File: config.mk
export PLATFORM = sky130hd
export DESIGN_NAME = bank_register_file_with_irq_counter
export DESIGN_NICKNAME = d
export VERILOG_FILES = /design/src/rtl/brf_pkg.sv /design/src/rtl/brf_front.sv /design/src/rtl/brf_queue.sv /design/src/rtl/brf_back.sv /design/src/rtl/bank_register_file_with_irq_counter.sv
export SDC_FILE = /design/constraint.sdc
export NUM_CORES = 1
export LEC_CHECK = 0
export ABC_AREA = 0
export BUFFER_PORTS_ARGS = -buffer_cell sky130_fd_sc_hd__buf_2
export CAP_MARGIN = 15
export CORE_MARGIN = 2
export CORE_UTILIZATION = 55
export CTS_CLUSTER_SIZE = 25
export DETAILED_ROUTE_END_ITERATION = 7
export PLACE_DENSITY = 0.76
export SLEW_MARGIN = 20
export SYNTH_ARGS = -nofsm -noshare
export SYNTH_HDL_FRONTEND = slang
export SYNTH_SLANG_ARGS = --single-unit
File: constraint.sdc
create_clock -name clk -period 3.1 [get_ports clk]
set_input_delay 0.465 -clock clk [delete_from_list [all_inputs] [get_ports clk]]
set_output_delay 0.465 -clock clk [all_outputs]
set_load 0.03 [all_outputs]
File: src/rtl/brf_pkg.sv
// ----------------------------------------------------------------------------
// brf_pkg: shared types and constants of the bank register file
// Item kinds, register offsets and the decoded request passed front to back.
// ----------------------------------------------------------------------------
package brf_pkg;

	localparam logic [1:0] KIND_WRITE = 2'd0;
	localparam logic [1:0] KIND_TICK  = 2'd1;
	localparam logic [1:0] KIND_VIDEO = 2'd2;

	localparam logic [3:0] REG_CHR_FIRST = 4'd0;
	localparam logic [3:0] REG_PRG       = 4'd8;
	localparam logic [3:0] REG_MIRROR    = 4'd9;
	localparam logic [3:0] REG_IRQ_CTRL  = 4'd10;
	localparam logic [3:0] REG_IRQ_LO    = 4'd11;
	localparam logic [3:0] REG_IRQ_HI    = 4'd12;

	localparam logic [7:0] MIRROR_MASK = 8'h03;
	localparam logic [1:0] WAIT_START  = 2'd2;
	localparam int unsigned QUEUE_DEPTH = 2;

	typedef enum logic [2:0] {
		OP_NONE,
		OP_BANK,
		OP_IRQ_CTRL,
		OP_IRQ_LO,
		OP_IRQ_HI,
		OP_TICK,
		OP_VIDEO
	} op_code_t;

	typedef struct packed {
		op_code_t   code;
		logic [3:0] target;
		logic [7:0] value;
	} op_t;

endpackage

File: src/rtl/brf_front.sv
// ----------------------------------------------------------------------------
// brf_front: request intake and decode
// Accepts requests and turns each into a decoded operation held in one stage.
// ----------------------------------------------------------------------------
module brf_front (
	input  logic          clk,
	input  logic          arst_n,
	input  logic          in_valid,
	output logic          in_ready,
	input  logic [1:0]    kind,
	input  logic [3:0]    reg_offset,
	input  logic [7:0]    write_data,
	output logic          op_valid,
	input  logic          op_ready,
	output brf_pkg::op_t  op
);

	brf_pkg::op_t dec;
	logic         vld_s1;
	brf_pkg::op_t op_s1;

	always_comb begin
		dec.code   = brf_pkg::OP_NONE;
		dec.target = reg_offset;
		dec.value  = write_data;
		unique case (kind)
			brf_pkg::KIND_WRITE: begin
				unique case (reg_offset) inside
					[brf_pkg::REG_CHR_FIRST:brf_pkg::REG_PRG]: dec.code = brf_pkg::OP_BANK;
					brf_pkg::REG_MIRROR: begin
						dec.code  = brf_pkg::OP_BANK;
						dec.value = write_data & brf_pkg::MIRROR_MASK;
					end
					brf_pkg::REG_IRQ_CTRL: dec.code = brf_pkg::OP_IRQ_CTRL;
					brf_pkg::REG_IRQ_LO:   dec.code = brf_pkg::OP_IRQ_LO;
					brf_pkg::REG_IRQ_HI:   dec.code = brf_pkg::OP_IRQ_HI;
					default:               dec.code = brf_pkg::OP_NONE;
				endcase
			end
			brf_pkg::KIND_TICK:  dec.code = brf_pkg::OP_TICK;
			brf_pkg::KIND_VIDEO: dec.code = brf_pkg::OP_VIDEO;
			default:             dec.code = brf_pkg::OP_NONE;
		endcase
	end

	assign in_ready = !vld_s1 || op_ready;

	always_ff @(posedge clk or negedge arst_n) begin
		if (!arst_n) begin
			vld_s1 <= 1'b0;
		end else if (in_ready) begin
			vld_s1 <= in_valid;
		end
	end

	always_ff @(posedge clk) begin
		if (in_valid && in_ready) begin
			op_s1 <= dec;
		end
	end

	assign op_valid = vld_s1;
	assign op       = op_s1;

endmodule

File: src/rtl/brf_queue.sv
// ----------------------------------------------------------------------------
// brf_queue: short operation queue
// Two-entry queue that decouples the decode stage from the timer back end.
// ----------------------------------------------------------------------------
module brf_queue (
	input  logic          clk,
	input  logic          arst_n,
	input  logic          push_valid,
	output logic          push_ready,
	input  brf_pkg::op_t  push_op,
	output logic          pop_valid,
	input  logic          pop_ready,
	output brf_pkg::op_t  pop_op
);

	localparam int unsigned PTR_W = $clog2(brf_pkg::QUEUE_DEPTH);
	localparam int unsigned CNT_W = $clog2(brf_pkg::QUEUE_DEPTH + 1);

	brf_pkg::op_t     mem_q [brf_pkg::QUEUE_DEPTH];
	logic [PTR_W-1:0] wr_ptr_q;
	logic [PTR_W-1:0] rd_ptr_q;
	logic [CNT_W-1:0] count_q;
	logic             push;
	logic             pop;

	assign push_ready = count_q != CNT_W'(brf_pkg::QUEUE_DEPTH);
	assign pop_valid  = count_q != '0;
	assign push       = push_valid && push_ready;
	assign pop        = pop_valid && pop_ready;
	assign pop_op     = mem_q[rd_ptr_q];

	always_ff @(posedge clk) begin
		if (push) begin
			mem_q[wr_ptr_q] <= push_op;
		end
	end

	always_ff @(posedge clk or negedge arst_n) begin
		if (!arst_n) begin
			wr_ptr_q <= '0;
			rd_ptr_q <= '0;
			count_q  <= '0;
		end else begin
			if (push) begin
				wr_ptr_q <= wr_ptr_q + PTR_W'(1);
			end
			if (pop) begin
				rd_ptr_q <= rd_ptr_q + PTR_W'(1);
			end
			if (push && !pop) begin
				count_q <= count_q + CNT_W'(1);
			end else if (pop && !push) begin
				count_q <= count_q - CNT_W'(1);
			end
		end
	end

endmodule

File: src/rtl/brf_back.sv
// ----------------------------------------------------------------------------
// brf_back: timer state and result register
// Carries out decoded operations on the interrupt timer and registers results.
// ----------------------------------------------------------------------------
module brf_back (
	input  logic          clk,
	input  logic          arst_n,
	input  logic          cfg_we,
	input  logic          cfg_wdata,
	input  logic          op_valid,
	output logic          op_ready,
	input  brf_pkg::op_t  op,
	output logic          out_valid,
	input  logic          out_ready,
	output logic          irq_out,
	output logic          update_valid,
	output logic [3:0]    update_target,
	output logic [7:0]    update_value
);

	logic        latch_mode_q;
	logic [15:0] counter_q;
	logic [15:0] reload_q;
	logic        enabled_q;
	logic [1:0]  wait_q;
	logic        level_q;
	logic        out_valid_q;
	logic        irq_q;
	logic        upd_valid_q;
	logic [3:0]  upd_target_q;
	logic [7:0]  upd_value_q;

	logic [15:0] counter_n;
	logic [15:0] reload_n;
	logic        enabled_n;
	logic [1:0]  wait_n;
	logic        level_n;
	logic        upd_n;
	logic        take;

	assign op_ready = !out_valid_q || out_ready;
	assign take     = op_valid && op_ready;

	always_comb begin
		counter_n = counter_q;
		reload_n  = reload_q;
		enabled_n = enabled_q;
		wait_n    = wait_q;
		level_n   = level_q;
		upd_n     = 1'b0;
		case (op.code)
			brf_pkg::OP_BANK: upd_n = 1'b1;
			brf_pkg::OP_IRQ_CTRL: begin
				enabled_n = op.value[0];
				if (latch_mode_q) begin
					counter_n = reload_q;
				end
				wait_n  = '0;
				level_n = 1'b0;
				if (enabled_n && counter_n == '0) begin
					enabled_n = 1'b0;
					wait_n    = brf_pkg::WAIT_START;
				end
			end
			brf_pkg::OP_IRQ_LO: begin
				if (latch_mode_q) begin
					reload_n[7:0] = op.value;
				end else begin
					counter_n[7:0] = op.value;
				end
			end
			brf_pkg::OP_IRQ_HI: begin
				if (latch_mode_q) begin
					reload_n[15:8] = op.value;
				end else begin
					counter_n[15:8] = op.value;
				end
			end
			brf_pkg::OP_TICK: begin
				if (enabled_q) begin
					if (counter_q != '0) begin
						counter_n = counter_q - 16'd1;
					end
					if (counter_n == '0) begin
						enabled_n = 1'b0;
						wait_n    = brf_pkg::WAIT_START;
					end
				end
			end
			brf_pkg::OP_VIDEO: begin
				if (wait_q != '0) begin
					wait_n = wait_q - 2'd1;
					if (wait_n == '0) begin
						level_n = 1'b1;
					end
				end
			end
			default: upd_n = 1'b0;
		endcase
	end

	always_ff @(posedge clk or negedge arst_n) begin
		if (!arst_n) begin
			latch_mode_q <= 1'b1;
			counter_q    <= '0;
			reload_q     <= '0;
			enabled_q    <= 1'b0;
			wait_q       <= '0;
			level_q      <= 1'b0;
			out_valid_q  <= 1'b0;
		end else begin
			if (cfg_we) begin
				latch_mode_q <= cfg_wdata;
			end
			if (take) begin
				counter_q <= counter_n;
				reload_q  <= reload_n;
				enabled_q <= enabled_n;
				wait_q    <= wait_n;
				level_q   <= level_n;
			end
			if (op_ready) begin
				out_valid_q <= op_valid;
			end
		end
	end

	always_ff @(posedge clk) begin
		if (take) begin
			irq_q        <= level_n;
			upd_valid_q  <= upd_n;
			upd_target_q <= upd_n ? op.target : '0;
			upd_value_q  <= upd_n ? op.value : '0;
		end
	end

	assign out_valid     = out_valid_q;
	assign irq_out       = irq_q;
	assign update_valid  = upd_valid_q;
	assign update_target = upd_target_q;
	assign update_value  = upd_value_q;

endmodule

File: src/rtl/bank_register_file_with_irq_counter.sv
// ----------------------------------------------------------------------------
// bank_register_file_with_irq_counter: mapper registers with interrupt timer
// Bank and mirroring write reporting plus a 16-bit down-counting IRQ timer.
// ----------------------------------------------------------------------------
// Channel   Signals                                     Direction
// input     in_valid/in_ready, kind, reg_offset,        in
//           write_data
// output    out_valid/out_ready, irq_out, update_valid, out
//           update_target, update_value
// config    cfg_we, cfg_wdata (latch mode)              in
//
// One request per cycle is sustained while the output is not stalled; each
// result passes the decode stage, the queue and then the result register.
// The back-end timer update sets the rate: one op per cycle unless stalled.
// Reset clears the timer and sets latch mode; no clearing pass is needed.
// A stalled output fills the two-entry queue and then holds off requests.
// ----------------------------------------------------------------------------
module bank_register_file_with_irq_counter (
	input  logic       clk,
	input  logic       arst_n,
	input  logic       cfg_we,
	input  logic       cfg_wdata,
	input  logic       in_valid,
	output logic       in_ready,
	input  logic [1:0] kind,
	input  logic [3:0] reg_offset,
	input  logic [7:0] write_data,
	output logic       out_valid,
	input  logic       out_ready,
	output logic       irq_out,
	output logic       update_valid,
	output logic [3:0] update_target,
	output logic [7:0] update_value
);

	logic         dec_valid;
	logic         dec_ready;
	brf_pkg::op_t dec_op;
	logic         q_valid;
	logic         q_ready;
	brf_pkg::op_t q_op;

	brf_front u_front (
		.clk        (clk),
		.arst_n     (arst_n),
		.in_valid   (in_valid),
		.in_ready   (in_ready),
		.kind       (kind),
		.reg_offset (reg_offset),
		.write_data (write_data),
		.op_valid   (dec_valid),
		.op_ready   (dec_ready),
		.op         (dec_op)
	);

	brf_queue u_queue (
		.clk        (clk),
		.arst_n     (arst_n),
		.push_valid (dec_valid),
		.push_ready (dec_ready),
		.push_op    (dec_op),
		.pop_valid  (q_valid),
		.pop_ready  (q_ready),
		.pop_op     (q_op)
	);

	brf_back u_back (
		.clk           (clk),
		.arst_n        (arst_n),
		.cfg_we        (cfg_we),
		.cfg_wdata     (cfg_wdata),
		.op_valid      (q_valid),
		.op_ready      (q_ready),
		.op            (q_op),
		.out_valid     (out_valid),
		.out_ready     (out_ready),
		.irq_out       (irq_out),
		.update_valid  (update_valid),
		.update_target (update_target),
		.update_value  (update_value)
	);

endmodule
==> results by group, run 1 <==
Run status
  – Run status: completed

Logic synthesis
  – Share of the yosys chip area belonging to registers: about 57%
  – Synthesized net count: 479
  – Number of flops mapped to enable cells by yosys: just under 60
  – Share of flip-flops with an asynchronous set or reset after synthesis: a little over two fifths
  – FF+latch count, synth: slightly above 100
  – Synth Cell Area: roughly 5000 um2
  – Average cell area after synthesis: 10.92 um2
  – Most used DFF post-synth: sky130_fd_sc_hd__edfxtp_1
  – Warning count from the yosys run: 0
  – Number of cells produced by synthesis: 454
  – Number of distinct library cells after synthesis: 58

Setup path
  – Category of cells accounting for the largest share of critical-path delay: simple AND/OR/NAND/NOR gates
  – Crit Path Category: flop to flop
  – Launch point of the critical path: u_back.counter_q[3]$_DFFE_PN0P_
  – Critical path peak fanout: 9
  – Ordered cell list for the critical path: or4_1, nor4_2, and4_2, a211oi_2, a31oi_1, nor3_2, o311a_1
  – WP buf/inv: 0
  – Slowest Stage Delay on Critical Path: between 0.5 and 0.6 ns
  – Critical path required time: 3.36 ns
  – Data arrival time of the critical path: about 3.1 ns
  – Start of the worst register-to-register path: u_back.counter_q[3]$_DFFE_PN0P_
  – Slowest stage cell on the critical path: sky130_fd_sc_hd__or4_1
  – Kind of start point of the critical path: flop
  – Capturing element type of the critical path: flop
  – Worst Setup EP: u_back.wait_q[1]$_DFFE_PN0P_
  – FF-to-FF End: u_back.wait_q[1]$_DFFE_PN0P_
  – Logic depth of the worst path, buffers included: 7
  – Minimum setup slack among reg-to-reg paths: about 0.30 ns
  – Worst r2r path cells: 7

Die
  – IO Count: 36
  – Die outline height: about 99 um
  – # rows: 34
  – Die width: 98.96 um
  – Starting density of the core: between 50 and 60%
  – Floorplan die area: ~10000 um2
  – Area of the placeable core: 8721 um2

Min path
  – Class of the worst hold path: input port to asynchronous set/reset pin

Route
  – DRC violation count after routing: 0
  – Iter 0 DRT Violations: roughly 250
  – Vias after detailed routing: 3764
  – Aggregate routed wire length: roughly 12000 um
  – Antenna Violating Nets Remaining: 0
  – Via-per-instance ratio: approximately 6.2
  – DR pass1 iterations: 4
  – Routed wirelength normalized by instance count: between 15 and 20 um

CTS
  – TritonCTS Buffers: 9
  – Number of H-tree levels: 3
  – CTS resizes: 0
  – Buffer count from post-CTS setup fixing: 0
  – Buffer levels on the longest clock path: 2
  – CTS tree: yes
  – Hold_buf cts: 0
  – Worst skew pair latency: about 0.38 ns
  – Num Clock Sinks: approximately 100
  – Clock transition at the registers of the reported paths: roughly 0.11 ns
  – Root Driver: sky130_fd_sc_hd__clkbuf_8

Layout
  – Post-layout net count: roughly 520
  – Ant diodes: 0
  – Filler Cell Count: slightly below 700
  – Fraction of final layout cells sized beyond drive strength 1: between 15 and 20%
  – Layout overhead on the synthesized area: 11.53%

Placed design
  – Port bufs: 35
  – Detailed-placement wirelength estimate: approximately 8400 um
  – Setup Slack @ Placement: roughly 0.37 ns
  – Final RePlAce weighted congestion: 0.9714

STA
  – Clock skew: about 0.013 ns
  – Highest clock rate: 0.3571 GHz
  – Slew of the pin with the lowest slew margin: between 0.9 and 1 ns
  – TNS Setup: 0 ns
  – Final-report max-slew violation count: 0
  – Period utilisation layout: 90.34%
  – Minimum period implied by the final worst setup slack: between 2 and 3 ns
  – Post-layout worst setup margin: between 0.2 and 0.3 ns
  – RSZ-0062 raised after global routing: false
  – Relative slew margins: between 30% and 40%
  – Hold violation total from the final report: 0
  – Setup violations, final: 0

Global routing
  – Number of global-route vias before repair: between 3000 and 4000
  – Total global-route track usage: between 20% and 30%
  – Pin count of the biggest net entering global routing: 44
  – Total overflow reported by the global router: 0
  – Wire length of the first global-routing pass: roughly 19000 um
  – Antenna violations before repair: 0

Pwr
  – Leakage: between 0.002 and 0.0025 uW
  – Cell area power density: 1052 nW/um2
  – Maximum vdd drop: about 550 uV
  – Overall power of the completed layout: approximately 5800 uW

Job
  – Max-cap violations: 0
==> state kept, by name (all words and copies together), names as in the netlist <==
register	cells
u_queue.mem_q	30
u_back.counter_q	16
u_back.reload_q	16
u_front.op	15
u_back.update_value	8
u_back.update_target	4
u_back.wait_q	2
u_queue.count_q	2
u_back.enabled_q	1
u_back.irq_out	1
u_back.latch_mode_q	1
u_back.level_q	1
u_back.out_valid	1
u_back.update_valid	1
u_front.op_valid	1
u_queue.rd_ptr_q	1
u_queue.wr_ptr_q	1
==> cell type report <==
cell class              instances  area [um2]  share of cell area, %
flip-flops and latches        102        2849                  51.50
multi-input cells             317        1972                  35.65
inverters                      15       56.30                  1.018
clock buffers                  10       148.9                  2.692
well taps                     108       135.1                  2.443
repair buffers                 52       305.3                  5.519
clock inverters                 6       65.06                  1.176
==> Yosys cell counts, drive strengths merged, types with 3 or more instances <==
cell type,count,share of area [%]
nor2,66,5.0
edfxtp,59,36
dfrtp,42,21
o21ai,34,3.4
a21oi,31,3.1
mux2i,25,5.0
nand2,25,1.9
inv,15,1.1
nor3,15,1.8
o22ai,14,1.8
buf,10,0.91
clkbuf,10,0.76
mux2,9,2.0
nor4,9,1.3
nand3,7,0.71
nor2b,7,0.88
a31oi,6,0.76
or4,6,1.1
ha,5,1.3
xnor2,5,0.88
a211oi,4,0.71
nand2b,4,0.50
and3,3,0.38
nand4,3,0.50
nor4b,3,0.66
o221ai,3,0.53
o2bb2ai,3,0.53
or3,3,0.40
or4b,3,0.68
==> layout by cell type, fill, tap and decap left out, types with 5 or more instances in the layout <==
master,n
sky130_fd_sc_hd__a21oi_1,31
sky130_fd_sc_hd__a31oi_1,6
sky130_fd_sc_hd__buf_2,34
sky130_fd_sc_hd__buf_4,18
sky130_fd_sc_hd__clkbuf_8,9
sky130_fd_sc_hd__dfrtp_1,42
sky130_fd_sc_hd__edfxtp_1,59
sky130_fd_sc_hd__ha_1,5
sky130_fd_sc_hd__inv_1,15
sky130_fd_sc_hd__mux2_2,9
sky130_fd_sc_hd__mux2i_1,25
sky130_fd_sc_hd__nand2_1,25
sky130_fd_sc_hd__nand3_1,7
sky130_fd_sc_hd__nor2_1,66
sky130_fd_sc_hd__nor2b_1,7
sky130_fd_sc_hd__nor3_1,13
sky130_fd_sc_hd__nor4_1,8
sky130_fd_sc_hd__o21ai_0,33
sky130_fd_sc_hd__o22ai_1,14
sky130_fd_sc_hd__xnor2_1,5
==> worst min path at each step <==
stage                            startpoint                               end
floorplan                            arst_n   u_back.counter_q[0]$_DFFE_PN0P_
global placement    u_front.op[9]$_DFFE_PP_     u_queue.mem_q[0][9]$_DFFE_PP_
detailed placement  u_front.op[7]$_DFFE_PP_     u_queue.mem_q[0][7]$_DFFE_PP_
CTS                           write_data[0]           u_front.op[0]$_DFFE_PP_
global route                         arst_n  u_back.counter_q[12]$_DFFE_PN0P_
finish                               arst_n   u_back.counter_q[8]$_DFFE_PN0P_
==> routing by layer <==
metal	up-vias	GRT usage [%]	share of wire, %
met3	37	5.745	7.3
met5	-	0	0
li1	1776	-	-
met4	0	8.535	3.2
met1	1791	34.54	42
met2	160	40.07	47
==> stage by stage <==
stage                     std cells  hold slack [ns]  utilization, %  instance area (um2)
after floorplan                 454           0.1694               -                 4960
after global placement          594           0.4226           60.95                 5315
after detailed placement        594           0.4305           60.95                 5315
after CTS                       610           0.2444           63.40                 5529
after global routing            610           0.1015           63.43                 5532
final                           610          0.05186           63.43                 5532
==> cell families (layout without fill, tap and decap cells) <==
group,after synthesis,after routing,synth area share [%]
AND/OR/NAND/NOR,161,161,16.83
AO/OA/AOI/OAI,110,110,13.35
adder cells (fa/ha/maj),5,5,1.261
buffers and inverters,35,83,2.800
XOR/XNOR,7,7,1.236
flip-flops,102,102,57.44
multiplexers,34,34,7.089
==> where the power goes <==
part | total, uW | internal, uW | switching, uW
logic | 2480 | 916 | 1560
registers | 2450 | 2010 | 449
clock network | 888 | 368 | 520
No activity file was read; power rests on OpenSTA's default activity.
==> run 2: changes to the inputs <==
--- a/config.mk
+++ b/config.mk
@@ -5,14 +5,16 @@
 export SDC_FILE = /design/constraint.sdc
 export NUM_CORES = 1
 export LEC_CHECK = 0
-export ABC_AREA = 0
+export ABC_AREA = 1
 export BUFFER_PORTS_ARGS = -buffer_cell sky130_fd_sc_hd__buf_2
 export CAP_MARGIN = 15
+export CELL_PAD_IN_SITES_DETAIL_PLACEMENT = 0
+export CELL_PAD_IN_SITES_GLOBAL_PLACEMENT = 2
 export CORE_MARGIN = 2
-export CORE_UTILIZATION = 55
+export CORE_UTILIZATION = 38
 export CTS_CLUSTER_SIZE = 25
 export DETAILED_ROUTE_END_ITERATION = 7
-export PLACE_DENSITY = 0.76
+export PLACE_DENSITY = 0.82
 export SLEW_MARGIN = 20
 export SYNTH_ARGS = -nofsm -noshare
 export SYNTH_HDL_FRONTEND = slang
==> run 2 against run 1 <==
Compared with the run above:
- combinational power rose by 14%
- final cell count grew 31%
- register-to-register slack better by 0.24 ns
- critical path depth grew 1
- wire length fell by 0.76%
- sequential share of layout area down 2.7 points
- critical path type unchanged
==> results by group, run 2 <==
Run status
  – Run status: completed

Setup path
  – Ordered cell list for the critical path: inv_4, nand2_1, o21ai_4, nor2_4, nand2_4, a221oi_4, o21ai_0, o21ai_0
  – Slowest Stage Delay on Critical Path: 0.75 ns (+0.16 ns)
  – Crit Path Category: flop to flop
  – Kind of start point of the critical path: flop
  – Capturing element type of the critical path: flop
  – Critical path peak fanout: 17 (+8)
  – WP buf/inv: 1 (+1)
  – Critical path required time: 3.36 ns (about the same)
  – Category of cells accounting for the largest share of critical-path delay: compound AO/OA/AOI/OAI gates
  – Slowest stage cell on the critical path: sky130_fd_sc_hd__dfrtp_1
  – Library cell appearing most often on the critical path: sky130_fd_sc_hd__o21ai_0
  – Data arrival time of the critical path: 2.82 ns (-0.24 ns)

Logic synthesis
  – Number of flops mapped to enable cells by yosys: 59 (unchanged)
  – Synth Cell Area: 5209 um2 (+5.0%)
  – Synthesized net count: 605 (+26%)
  – Warning count from the yosys run: 0 (unchanged)
  – Cell types occupying the most area after synthesis: sky130_fd_sc_hd__edfxtp_1 34%, sky130_fd_sc_hd__dfrtp_1 20%, sky130_fd_sc_hd__nand2_1 11%
  – Number of distinct library cells after synthesis: 41 (-29%)
  – Number of cells produced by synthesis: 580 (+28%)
  – Biggest area consumer among synthesized cells: sky130_fd_sc_hd__edfxtp_1
  – Most common cell in the netlist: sky130_fd_sc_hd__nand2_1
  – Average cell area after synthesis: 8.981 um2 (-18%)
  – FF+latch count, synth: 102 (unchanged)
  – Synth top area share: 34.01% (-1.7 points)
  – Most used DFF post-synth: sky130_fd_sc_hd__edfxtp_1
  – Share of the yosys chip area belonging to registers: 54.70% (-2.7 points)
  – Most common library cells after synthesis: 150 x sky130_fd_sc_hd__nand2_1, 75 x sky130_fd_sc_hd__inv_1, 59 x sky130_fd_sc_hd__edfxtp_1
  – Share of flip-flops with an asynchronous set or reset after synthesis: 42.16% (unchanged)

Route
  – Routed wirelength normalized by instance count: 14.50 um (-24%)
  – Iter 0 DRT Violations: 237 (-4.8%)
  – Antenna Violating Nets Remaining: 0 (unchanged)
  – Via-per-instance ratio: 4.843 (-22%)
  – DR pass1 iterations: 4 (unchanged)
  – DRC violation count after routing: 0 (unchanged)
  – Aggregate routed wire length: 11570 um (-0.76%)
  – Vias after detailed routing: 3865 (+2.7%)

STA
  – Setup violations, final: 0 (unchanged)
  – Hold violation total from the final report: 0 (unchanged)
  – RSZ-0062 raised after global routing: false
  – TNS Setup: 0 ns (unchanged)
  – Period utilisation layout: 82.57% (-7.8 points)
  – Slew of the pin with the lowest slew margin: 0.9544 ns (-0.007899 ns)
  – Clock skew: 0.009980 ns (-0.003087 ns)
  – Relative slew margins: 35.70% (+0.28 points)
  – Minimum period implied by the final worst setup slack: 2.560 ns (-0.2408 ns)
  – Final-report max-slew violation count: 0 (unchanged)
  – Highest clock rate: 0.3907 GHz (+9.4%)

Placed design
  – Port bufs: 35 (unchanged)
  – Detailed-placement wirelength estimate: 8838 um (+5.5%)
  – Final RePlAce weighted congestion: 0.8585 (-12%)

Layout
  – Fraction of final layout cells sized beyond drive strength 1: 16.08% (-2.4 points)
  – Largest register by flop count: u_queue.mem_q
  – Commonest non-fill, non-tap cells in the layout: 150 x sky130_fd_sc_hd__nand2_1, 75 x sky130_fd_sc_hd__inv_1, 59 x sky130_fd_sc_hd__edfxtp_1
  – Leading registers by flop count: u_queue.mem_q x30, u_back.counter_q x16, u_back.reload_q x16
  – Layout overhead on the synthesized area: 12.03%
  – Post-layout net count: 642 (+23%)
  – Flip-flop count of the largest register, all copies and words added: 30 (unchanged)
  – Most common cell after layout, fill and taps aside: sky130_fd_sc_hd__nand2_1
  – Ant diodes: 0 (unchanged)

Pwr
  – Leakage: 0.002541 uW (+15%)
  – Maximum vdd drop: 451.9 uV (-17%)
  – Overall power of the completed layout: 6281 uW (+7.9%)
  – Cell area power density: 1076 nW/um2 (+2.3%)

Global routing
  – Antenna violations before repair: 0 (unchanged)
  – Wire length of the first global-routing pass: 19480 um (+1.9%)
  – Total overflow reported by the global router: 0 (unchanged)
  – Pin count of the biggest net entering global routing: 44 (unchanged)
  – Total global-route track usage: 17.28% (-7.9 points)
  – Number of global-route vias before repair: 3863 (+4.8%)

CTS
  – Buffer count from post-CTS setup fixing: 0 (unchanged)
  – TritonCTS Buffers: 9 (unchanged)
  – CTS resizes: 0 (unchanged)
  – Worst skew pair latency: 0.34 ns (-0.04 ns)
  – Number of H-tree levels: 3 (unchanged)
  – Root Driver: sky130_fd_sc_hd__clkbuf_16
  – Num Clock Sinks: 102 (unchanged)
  – CTS tree: yes
  – Buffer levels on the longest clock path: 2 (unchanged)
  – Hold_buf cts: 0 (unchanged)
  – Clock transition at the registers of the reported paths: 0.08 ns (-0.03 ns)

Die
  – Starting density of the core: 39.18% (-18 points)
  – Floorplan die area: 14660 um2 (+50%)
  – Die width: 121.1 um (+22%)
  – # rows: 42 (+24%)
  – Die outline height: 121.1 um (+22%)
  – IO Count: 36 (unchanged)
  – Area of the placeable core: 13300 um2 (+52%)

Min path
  – Class of the worst hold path: input port to asynchronous set/reset pin

Job
  – Max-cap violations: 0 (unchanged)
==> run 2: cell count changes in the layout (fill, tap and decap cells not counted), sizes merged, moves of 18 or more <==
cell / before / now
mux2i: 25 / 0
nand2: 25 / 158
a21oi: 31 / 11
nand3: 7 / 25
inv: 20 / 81
o21ai: 34 / 68
==> run 2: final timing paths <==
check / startpoint / end / slack [ns] / depth (start not counted)
setup / recovery: u_queue.rd_ptr_q$_DFFE_PN0P_ / u_back.counter_q[2]$_DFFE_PN0P_ / 0.54 / 8
hold reg to reg: u_front.op[8]$_DFFE_PP_ / u_queue.mem_q[1][8]$_DFFE_PP_ / 0.45 / 0
hold / removal: arst_n / u_queue.count_q[0]$_DFFE_PN0P_ / 0.11 / 1
setup reg to reg: u_queue.rd_ptr_q$_DFFE_PN0P_ / u_back.counter_q[2]$_DFFE_PN0P_ / 0.54 / 8
max in group asynchronous: arst_n / u_back.counter_q[15]$_DFFE_PN0P_ / 2.57 / 1
min in group clk: write_data[1] / u_front.op[1]$_DFFE_PP_ / 0.30 / 1
==> run 2: where the power goes <==
group	switching, uW	total (uW)	leakage, uW	internal [uW]
clock network	517	1080	0.000133	559
registers	318	2370	0.00108	2050
logic	1970	2830	0.00132	858
total	2810	6280	0.00254	3470
==> run 2: cell families after synthesis <==
logic type | after synthesis | synth area share (%)
simple gates | 269 | 22.56
compound gates | 106 | 13.19
xor+xnor | 5 | 0.8407
buf+inv | 93 | 7.519
fa+ha+maj | 5 | 1.201
flops | 102 | 54.70
==> run 2: area by class of cell <==
cell class,instances,area [um2]
clock buffers,10,229.0
clock inverters,6,55.05
fillers,1330,7460
inverters,79,299.0
multi-input cells,385,1968
flip-flops and latches,102,2849
well taps,176,220.2
repair buffers,40,215.2
==> run 2: stage by stage <==
step                      area, um2  instances  worst slack (ns)  hold slack [ns]  utilization [%]
after floorplan                5209        580             1.011           0.1694                -
after detailed placement       5549        782            0.5494           0.4304            41.74
after global placement         5549        782            0.5980           0.4225            41.74
after CTS                      5833        798            0.5243           0.2838            43.87
final                          5836        798            0.5403           0.1113            43.89
after global routing           5836        798            0.3074           0.1569            43.89
==> run 2: per-layer routing <==
layer	global-route usage [%]	vias up	routed length [um]
met4	5.669	0	211
met5	0	-	0
met2	28.72	66	5617
li1	-	1978	-
met1	22.93	1806	5414
met3	3.008	15	325
